$ cat config.mk
export PLATFORM = sky130hd
export DESIGN_NAME = spa_front
export DESIGN_NICKNAME = d
export VERILOG_FILES = /design/src/rtl/spa_pkg.sv /design/src/rtl/spa_front.sv
export SDC_FILE = /design/constraint.sdc
export NUM_CORES = 1
export LEC_CHECK = 0
export BUFFER_PORTS_ARGS = -buffer_cell sky130_fd_sc_hd__buf_2
export CORE_MARGIN = 2
export CORE_UTILIZATION = 56
export CTS_CLUSTER_SIZE = 24
export DETAILED_ROUTE_END_ITERATION = 8
export PLACE_DENSITY = 0.84
export SETUP_SLACK_MARGIN = 0.5
export SYNTH_ARGS = -nofsm -noshare
export SYNTH_HDL_FRONTEND = slang
export SYNTH_SLANG_ARGS = --single-unit
$ cat constraint.sdc
create_clock -name clk -period 8.3 [get_ports clk]
set_input_delay 0 -clock clk [delete_from_list [all_inputs] [get_ports clk]]
set_output_delay 0 -clock clk [all_outputs]
set_load 0.01 [all_outputs]
$ cat src/rtl/spa_pkg.sv
// ----------------------------------------------------------------------------
// spa_pkg
// Shared constants, types and helper functions for the sliding phasor
// amplitude block.
// ----------------------------------------------------------------------------
package spa_pkg;

  localparam int WINDOW_LEN  = 20;
  localparam int GROUP_COUNT = 4;
  localparam int LANES       = GROUP_COUNT * 6;
  localparam int STORE_DEPTH = LANES * WINDOW_LEN;

  localparam int SLOT_W  = $clog2(WINDOW_LEN);
  localparam int LANE_W  = $clog2(LANES);
  localparam int ADDR_W  = $clog2(STORE_DEPTH);
  localparam int SCALE_W = 25;

  localparam logic [SCALE_W-1:0] SCALE_RESET = 25'd594936;
  localparam logic [30:0]        AMP_MAX     = 31'h7FFF_FFFF;

  // One input word as it travels from the front queue to the back end.
  typedef struct packed {
    logic [1:0]         group;
    logic signed [31:0] sample_a;
    logic signed [31:0] sample_b;
    logic signed [31:0] sample_c;
    logic signed [25:0] ref_cos;
    logic signed [25:0] ref_sin;
  } item_t;

  // Floor shift of a Q24 product by 24 with saturation to signed 32 bits.
  function automatic logic signed [31:0] sat_q24(input logic signed [57:0] p);
    logic signed [33:0] q;
    q = 34'(p >>> 24);
    if (q[33:31] == 3'b000 || q[33:31] == 3'b111) begin
      sat_q24 = q[31:0];
    end else if (q[33]) begin
      sat_q24 = 32'sh8000_0000;
    end else begin
      sat_q24 = 32'sh7FFF_FFFF;
    end
  endfunction

  // Magnitude of a signed 32-bit value as an unsigned 32-bit value.
  function automatic logic [31:0] abs32(input logic signed [31:0] v);
    abs32 = v[31] ? (~v + 32'd1) : v;
  endfunction

endpackage

$ cat src/rtl/spa_front.sv
// ----------------------------------------------------------------------------
// spa_front
// Accepts input words, drops words of a group beyond the group count and
// queues the rest in a two-entry buffer for the back end.
// ----------------------------------------------------------------------------
module spa_front (
  input  logic               clk,
  input  logic               rst,
  input  logic               in_valid,
  output logic               in_stall,
  input  spa_pkg::item_t     in_item,
  output logic               q_valid,
  input  logic               q_take,
  output spa_pkg::item_t     q_item
);
  import spa_pkg::*;

  item_t      buf_mem [2];
  logic       wr_ptr;
  logic       rd_ptr;
  logic [1:0] count;
  logic       accept;
  logic       keep;
  logic       pop;

  assign in_stall = (count == 2'd2);
  assign accept   = in_valid && !in_stall;
  assign keep     = accept && ({1'b0, in_item.group} < 3'(GROUP_COUNT));
  assign q_valid  = (count != 2'd0);
  assign q_item   = buf_mem[rd_ptr];
  assign pop      = q_take && q_valid;

  // Payload storage.
  always_ff @(posedge clk) begin
    if (keep) begin
      buf_mem[wr_ptr] <= in_item;
    end
  end

  // Pointers and fill count.
  always_ff @(posedge clk) begin
    if (rst) begin
      wr_ptr <= 1'b0;
      rd_ptr <= 1'b0;
      count  <= 2'd0;
    end else begin
      if (keep) begin
        wr_ptr <= ~wr_ptr;
      end
      if (pop) begin
        rd_ptr <= ~rd_ptr;
      end
      count <= count + {1'b0, keep} - {1'b0, pop};
    end
  end

endmodule

==> flow_summary.toml, run 1 <==
[outcome]
status = "finished, final reports clean"

[global_routing]
grt_max_degree = 86
first_global_vias = 7150
grt-ovfl-total = 0
grt_use_total_pct = 23.9
antenna_found_initial = 4
grt_first_pass_wirelength_mm = 39.4

[detailed_routing]
num_vias = 6572
wl_met3_mm = 2.33
finalWirelength_mm = 27.0
ant_nets = 0
drc = 0
met1Wirelength_mm = 9.77
via_per_inst = 5.18
top_layer = "met4"
met2_length_mm = 14.2
wl_per_cell_um = 21.3
drtPass1Iterations = 4
initialDrtViolationCount = 409

[sta]
fin_skew_ps = 16.6
max_freq_mhz = 341
rsz0062_at_grt = "no"
setup_ws_ps = 5370
fin_setup_tns_ps = 0
final_hold_viol_count = 0
max_slew_margin_pct = 22.7
tightest_slew_ps = 1160
fin_crit_ps = 2930
setup_viol_count_final = 0
period_share_pct = 35.3
slew_viol_final = 0

[setup_path]
reg2reg_from = "count[0]"
rrSetupSlack_ps = 5370
startpoint_type = "flop"
required_ps = 8450
cp_max_fo = 83
critical_path_class = "flop to flop"
rr_endpoint = "buf_mem[0][62]"
r2r_cells = 5
arrival_ps = 3080
worstSetupEndpointType = "flop"

[clock_network]
cts_buffer_depth = 3
htree_levels = 1
cts_buffers = 30
insertion_delay_ps = 530
clock_sinks = 305
cts_tree = "built"
path_clk_slew_ps = 70
cts_root_buf = "clkbuf_16"

[finish]
fin_nets = 1127
fin_util_pct = 78.5
synthToLayoutAreaGrowth_pct = 38.1
drive_above_1_share_pct = 51.4

[die]
die_w_um = 147
coreArea_um2 = 20200
fp.dieH_um = 147
start_util_pct = 56.9
rows = 52
io_pins = 306
die_area_um2 = 21600

[min_path]
hold_class = "input port to flop"
min_from = "in_item[55]"
min_path_cells = 2
worstHoldEndpoint = "buf_mem[0][55]"

[synth]
ys_warn_count = 0
syn_area_um2 = 11500
ys_types = 21
synthesis.nets = 649
synth_area_leader_cell = "edfxtp_1"
netlist_instances = 493
yosysTopAreaCellShare_pct = 78.5
synth-seq-cells = 305
ys_seq_area_share_pct = 79.4
avgSynthCellArea_um2 = 23.3
yosys-top-cells-area = "edfxtp_1, mux2_4, mux2_2, buf_6, dfxtp_1"

[placement]
dp_slack_ps = 5370
numPortBuffers = 305
dp_hpwl_mm = 13.8
gp_congestion = 0.737

[power_and_ir_drop]
peakVddDrop_mv = 0.282
p_leak_nw = 6.21
powerDensity_nw_per_um2 = 288

[job]
maxCapViolCount = 0
==> where the power goes <==
| part | switching [mW] | total, mW | internal, mW |
|---|---|---|---|
| Sequential | 0.0900 | 2.01 | 1.92 |
| Combinational | 0.531 | 1.09 | 0.556 |
| Clock | 0.565 | 1.46 | 0.897 |
| Total | 1.19 | 4.56 | 3.37 |
==> routing by layer <==
metal | global-route usage (%) | vias to the layer above
li1 | - | 2913
met1 | 28.1 | 3248
met2 | 43.8 | 361
met3 | 5.47 | 50
met4 | 7.31 | 0
met5 | 0 | -
==> cell usage in the layout (no fill, tap or decap) <==
master / count
ha_1: 2
clkinv_1: 5
diode_2: 4
buf_4: 4
o21ai_0: 1
nor2_1: 3
inv_1: 3
inv_6: 1
o21a_1: 1
bufinv_16: 7
dfxtp_4: 1
clkbuf_16: 31
or2_2: 1
xor2_1: 1
nor2b_1: 1
edfxtp_1: 300
clkbuf_1: 4
xnor2_1: 2
clkinvlp_4: 2
buf_2: 305
or3_1: 1
a21oi_1: 1
mux2_4: 100
dlygate4sd3_1: 154
nand2_1: 1
and3_4: 1
clkinv_2: 7
dfxtp_1: 4
mux2_2: 50
nand2b_2: 1
==> repair_timing <==
| item | 4_1_cts | 5_1_grt |
|---|---|---|
| hold buffers | 154 | 0 |
| hold endpoints to repair | 305 | 0 |
| resized for setup | 0 | 0 |
| buffers inserted | 0 | 0 |
==> worst max-delay path by stage <==
stage               cells after the start              end  slack, ps     start
finish                                  5   buf_mem[0][62]       5370  count[0]
global route                            5   buf_mem[0][99]       5200  count[0]
CTS                                     5   buf_mem[0][61]       5350  count[0]
detailed placement                      5  buf_mem[0][134]       5370  count[0]
global placement                        5  buf_mem[0][140]       5450  count[0]
floorplan                               2    buf_mem[1][0]       3820  count[0]
==> cell usage after synthesis <==
cell and count:
or3_1 1, buf_6 11, buf_2 5, nor2b_1 1, o21a_1 1, dfxtp_1 5, mux2_2 50, xor2_1 1
mux2_4 100, buf_8 1, edfxtp_1 300, o21ai_0 1, nand2b_2 1, and3_1 1, nand2_1 1, inv_1 4
xnor2_1 2, or2_2 1, a21oi_1 1, nor2_1 3, ha_1 2
==> per-stage QoR <==
step | hold WS, ps | area, um2 | cells | total power [mW]
6_report | 191 | 15800 | 1269 | 4.56
5_1_grt | 185 | 15800 | 1269 | 4.70
4_1_cts | 165 | 15800 | 1265 | 4.54
3_5_place_dp | 191 | 13200 | 1055 | 3.04
3_3_place_gp | 187 | 13200 | 1055 | 3.01
2_1_floorplan | 69.1 | 11500 | 493 | 2.72
==> registers in the layout, indices dropped and copies added (netlist names), named ones only <==
name / cells
buf_mem: 300
count: 2
wr_ptr: 1
rd_ptr: 1
==> cell type report <==
cell class              count  area [um2]
inverters                   4        20.0
flip-flops and latches    305        9110
multi-input cells         167        2190
fillers                  1034        4330
diodes                      4        10.0
clock buffers              35         791
repair buffers            463        3100
well taps                 270         338
clock inverters            21         279
==> critical path, stage by stage, from the launching register on <==
cell and delay (ps):
dfxtp_1 370, nand2b_2 160, inv_1 70, or3_1 400
inv_6 470, buf_4 920
==> logic make-up (layout without fill, tap and decap cells) <==
group                    Yosys count  after routing  synth area share, %
buffers and inverters             21            523                 1.56
flip-flops                       305            305                 79.4
XOR/XNOR                           3              3                0.229
AO/OA/AOI/OAI                      3              3                0.153
other                              0              4                    0
adder cells (fa/ha/maj)            2              2                0.218
AND/OR/NAND/NOR                    9              9                0.426
multiplexers                     150            150                 18.0
(Power assumes the default switching activity.)
==> run 2, diff against run 1 <==
ABC_AREA = 1   (was unset)
CORE_UTILIZATION = 52   (was 56)
PLACE_DENSITY = 0.79   (was 0.84)
clock period = 3 ns   (was 8.3 ns; I/O delays follow)
==> run 2 against run 1 <==
Effect of this change:
- utilization is 5.7 points lower
- die area is 7.6% higher
- first-iteration DRC count is 14% lower
- design area hardly changed
- cell count is 2.0% higher
- sequential share of layout area hardly changed
- critical endpoint is now q_item[29]
- largest cell class unchanged
==> flow_summary.toml, run 2 <==
[outcome]
status = "finished, final reports clean"

[synth]
synth_area_leader_cell = "edfxtp_1"
syn_area_um2 = 11500
ys_types = 13
netlist_instances = 505
yosys-top-cells-area = "edfxtp_1, mux2_4, mux2_2, buf_6, dfxtp_1"
ys_warn_count = 0
synthesis.nets = 661
synth_most_common_cell = "edfxtp_1"
synth_edf_count = 300
synth-seq-cells = 305
avgSynthCellArea_um2 = 22.7
synth_common_cells = "edfxtp_1, mux2_4, mux2_2"
ys.flop_type = "edfxtp_1"
yosysTopAreaCellShare_pct = 78.4
postSynth.asyncResetShare_pct = 0
ys_seq_area_share_pct = 79.3

[finish]
synthToLayoutAreaGrowth_pct = 38.0
largest_reg_flops = 300
final_common_cell = "buf_2"
final_cell_mix = "buf_2, edfxtp_1, dlygate4sd3_1"
ff_latch_area_um2 = 9110
antenna_cells = 0
drive_above_1_share_pct = 51.2
reg.largest.list = "buf_mem x300, count x2"
multi_input_area_um2 = 2200
fin_nets = 1147
instances_no_fill = 1294
top_register = "buf_mem"
num-fill-cells = 1305

[clock_network]
path_clk_slew_ps = 60
htree_levels = 1
post_cts_resized = 0
cts_root_buf = "clkbuf_16"
cts_buffer_depth = 3
cts_tree = "built"
postCtsSetupBuffers = 0
insertion_delay_ps = 540
cts_buffers = 30
clock_sinks = 305

[power_and_ir_drop]
powerDensity_nw_per_um2 = 765
peakVddDrop_mv = 0.729
p_leak_nw = 6.23

[sta]
max_freq_mhz = 446
fin_skew_ps = 12.6
tightest_slew_ps = 761
period_share_pct = 74.7
fin_setup_tns_ps = 0
max_slew_margin_pct = 49.3
slew_viol_final = 0
final_hold_viol_count = 0
setup_viol_count_final = 0
fin_crit_ps = 2240
rsz0062_at_grt = "no"

[die]
die_area_um2 = 23300
start_util_pct = 52.8
die_w_um = 153
fp.dieH_um = 153
coreArea_um2 = 21800
io_pins = 306
rows = 54

[setup_path]
cp_slowest_cell = "dfxtp_4"
required_ps = 3000
worstSetupEndpointType = "output port"
arrival_ps = 2240
critical_path.max_stage_delay_ps = 840
cp_max_fo = 36
critical_path_class = "flop to output port"
crit_chain = "buf_12 > mux2_2 > buf_2"
startpoint_type = "flop"

[global_routing]
first_global_vias = 6907
antenna_found_initial = 0
grt-ovfl-total = 0
grt_first_pass_wirelength_mm = 36.7
grt_use_total_pct = 19.9
grt_max_degree = 103

[detailed_routing]
drtPass1Iterations = 5
via_per_inst = 4.99
num_vias = 6452
finalWirelength_mm = 24.1
drc = 0
ant_nets = 0
initialDrtViolationCount = 350
wl_per_cell_um = 18.6

[placement]
numPortBuffers = 305
dp.cells = 1086
gp_congestion = 0.737
dp_hpwl_mm = 14.0

[job]
maxCapViolCount = 0

[min_path]
hold_class = "input port to flop"
[run 2: cell type report]
cell class | instances | share of cell area, %
timing repair buffer | 471 | 20.5
sequential | 305 | 57.5
inverter | 9 | 0.237
tap | 280 | 2.21
clock buffer | 38 | 5.06
clock inverter | 17 | 0.553
multi-input combinational | 174 | 13.9
[run 2: cells by family after synthesis]
| family | Yosys count | share of synthesized area (%) |
|---|---|---|
| fa+ha+maj | 2 | 0.218 |
| flops | 305 | 79.3 |
| mux | 150 | 18.0 |
| simple gates | 20 | 0.686 |
| compound gates | 2 | 0.0872 |
| buf+inv | 26 | 1.72 |
[run 2: worst paths after layout]
| path | depth (start not counted) | startpoint | slack (ps) | endpoint |
|---|---|---|---|---|
| worst min register to register | 2 | rd_ptr | 500 | flop |
| worst min-delay path | 3 | rst | 170 | count[0] |
| worst max register to register | 5 | count[0] | 1240 | buf_mem[0][75] |
| worst max-delay path | 3 | flop | 760 | q_item[29] |
[run 2: per-layer routing]
metal  up-vias  GRT usage [%]  share of wire, %
li1       2964              -                 -
met5         -              0                 0
met4         0           6.26               2.8
met3        55           4.01               7.1
met1      3153           23.6                38
met2       280           36.4                52
[run 2: power by group]
part / switching, mW / leakage (nW) / internal, mW
sequential: 0.238 / 2.84 / 5.39
clock: 1.49 / 0.439 / 1.88
combinational: 1.51 / 2.94 / 1.61
[run 2: metrics by stage]
step                      instance area [um2]  worst slack (ps)  hold WS [ps]  utilization (%)  total power [mW]
after floorplan                         11500              -152          63.8                -              7.61
after global placement                  13400              1220           165             61.7              8.60
after detailed placement                13400              1210           171             61.7              8.66
after CTS                               15800               700           145             72.8              12.2
after global routing                    15800               633           172             72.8              12.6
final                                   15800               758           174             72.8              12.1
[run 2: worst max-delay path: cells and delay by family, from the launching register on]
family                 cells  cell delay, ps
buffers and inverters      2             450
muxes                      1             380
DFF                        1             840
[run 2: timing repair]
action	CTS	global route
endpoints found under the setup margin	0	0
hold buffers	153	0
hold endpoints to repair	316	0
==> run 3, diff against run 2 <==
clock period = 2.29 ns   (was 3 ns; I/O delays follow)
==> run 3 against run 2 <==
Effect of this change:
- sequential power increased by 29%
- die area unchanged
- highest routed layer unchanged
- flip-flop and latch count unchanged
- clock power increased by 28%
- largest power group unchanged
- first-iteration DRC count decreased by 6.3%
- worst hold slack improved by 18 ps
- setup slack got worse by 220 ps
- sequential share of layout area decreased by 0.62 points
- design area increased by 1.1%
- clock skew decreased by 2.8 ps
- cell count increased by 0.39%
==> flow_summary.toml, run 3 (synthesized netlist as in run 2, its figures left out) <==
[clock_network]
htree_levels = 1
clock_sinks = 305
cts_buffers = 29
cts_root_buf = "clkbuf_16"
cts_tree = "built"
insertion_delay_ps = 530
cts_buffer_depth = 3
path_clk_slew_ps = 60

[die]
die_w_um = 153
rows = 54
die_area_um2 = 23300
coreArea_um2 = 21800
fp.dieH_um = 153
start_util_pct = 52.8
io_pins = 306

[finish]
fin_util_pct = 73.6
multi_input_area_um2 = 2200
fin_nets = 1155
largest_reg_flops = 300
final_common_cell = "buf_2"
num-fill-cells = 1246
synthToLayoutAreaGrowth_pct = 39.5
reg.largest.list = "buf_mem x300, count x2"
final_cell_mix = "buf_2, edfxtp_1, dlygate4sd3_1"
ff_latch_area_um2 = 9110
top_register = "buf_mem"
drive_above_1_share_pct = 51.2

[sta]
max_freq_mhz = 570
tightest_slew_ps = 615
slew_viol_final = 0
final_hold_viol_count = 0
fin_setup_tns_ps = 0
fin_skew_ps = 9.78
setup_ws_ps = 535
hold_ws_ps = 192
max_slew_margin_pct = 59.0
fin_crit_ps = 1750
setup_viol_count_final = 0
rsz0062_at_grt = "yes"
period_share_pct = 76.6

[detailed_routing]
num_vias = 6493
drc = 0
via_per_inst = 5.00
top_layer = "met4"
met2_length_mm = 12.9
finalWirelength_mm = 25.3
wl_per_cell_um = 19.5
drtPass1Iterations = 4
ant_nets = 0
met1Wirelength_mm = 10.0
wl_met3_mm = 1.72
initialDrtViolationCount = 328

[global_routing]
grt_first_pass_wirelength_mm = 36.1
antenna_found_initial = 1
grt_use_total_pct = 19.6
grt_max_degree = 100
grt-ovfl-total = 0
first_global_vias = 6887

[power_and_ir_drop]
p_total_mw = 16.1
powerDensity_nw_per_um2 = 1000
peakVddDrop_mv = 0.756
p_leak_nw = 6.29

[setup_path]
startpoint_type = "flop"
critical_path_class = "flop to output port"
arrival_ps = 1750
worstSetupEndpointType = "output port"
rrSetupSlack_ps = 660
required_ps = 2290
cp_max_fo = 17

[min_path]
hold_class = "input port to flop"

[placement]
dp_slack_ps = 708
numPortBuffers = 305
gp_congestion = 0.758
dp_hpwl_mm = 13.7

[outcome]
status = "finished, final reports clean"

[job]
maxCapViolCount = 0
[run 3: cell count changes in the layout (fill, tap and decap cells not counted), moves of 3 or more]
| cell | change |
|---|---|
| buf_6 | +3 |
| clkbuf_1 | +3 |
| clkbuf_16 | +4 |
| clkinv_2 | -6 |
[run 3: worst paths after layout]
| path | startpoint | to | cells past startpoint |
|---|---|---|---|
| hold / removal | in_item[145] | buf_mem[0][145] | 2 |
| setup / recovery | flop | q_item[31] | 4 |
| hold reg to reg | rd_ptr | flop | 2 |
| setup reg to reg | count[0] | buf_mem[0][112] | 5 |
[run 3: layer usage]
metal | vias to the layer above | global-route usage [%]
met5 | - | 0
met4 | 0 | 6.04
met3 | 44 | 5.20
met2 | 270 | 35.0
met1 | 3201 | 23.3
li1 | 2978 | -
[run 3: power by group]
group | switching [mW] | internal, mW | leakage [nW]
Sequential | 0.208 | 7.07 | 2.84
Combinational | 2.22 | 2.30 | 3.04
Clock | 1.88 | 2.43 | 0.403
[run 3: area by class of cell]
| class | count | area share (%) |
|---|---|---|
| clock buffer | 39 | 4.76 |
| inverter | 9 | 0.234 |
| tap | 280 | 2.19 |
| clock inverter | 11 | 0.515 |
| timing repair buffer | 480 | 21.7 |
| sequential | 305 | 56.9 |
| antenna | 1 | 0.0156 |
| multi-input combinational | 174 | 13.7 |
[run 3: repair_timing]
item                                   4_1_cts  5_1_grt
cloned                                       0       10
endpoints found under the hold margin      305        0
resized for setup                            3        8
setup buffers                                0        5
hold buffers                               153        0
setup endpoints to repair                  148      150
[run 3: critical path, cell delays in order, from the launching register on]
cell	delay, ps
dfxtp_4	370
buf_4	150
buf_12	160
mux2_2	380
buf_2	160
[run 3: metrics by stage]
| stage | instances | cell area [um2] |
|---|---|---|
| after global placement | 1080 | 13400 |
| after global routing | 1299 | 16000 |
| after floorplan | 505 | 11500 |
| after detailed placement | 1080 | 13400 |
| after CTS | 1283 | 15800 |
| final | 1299 | 16000 |
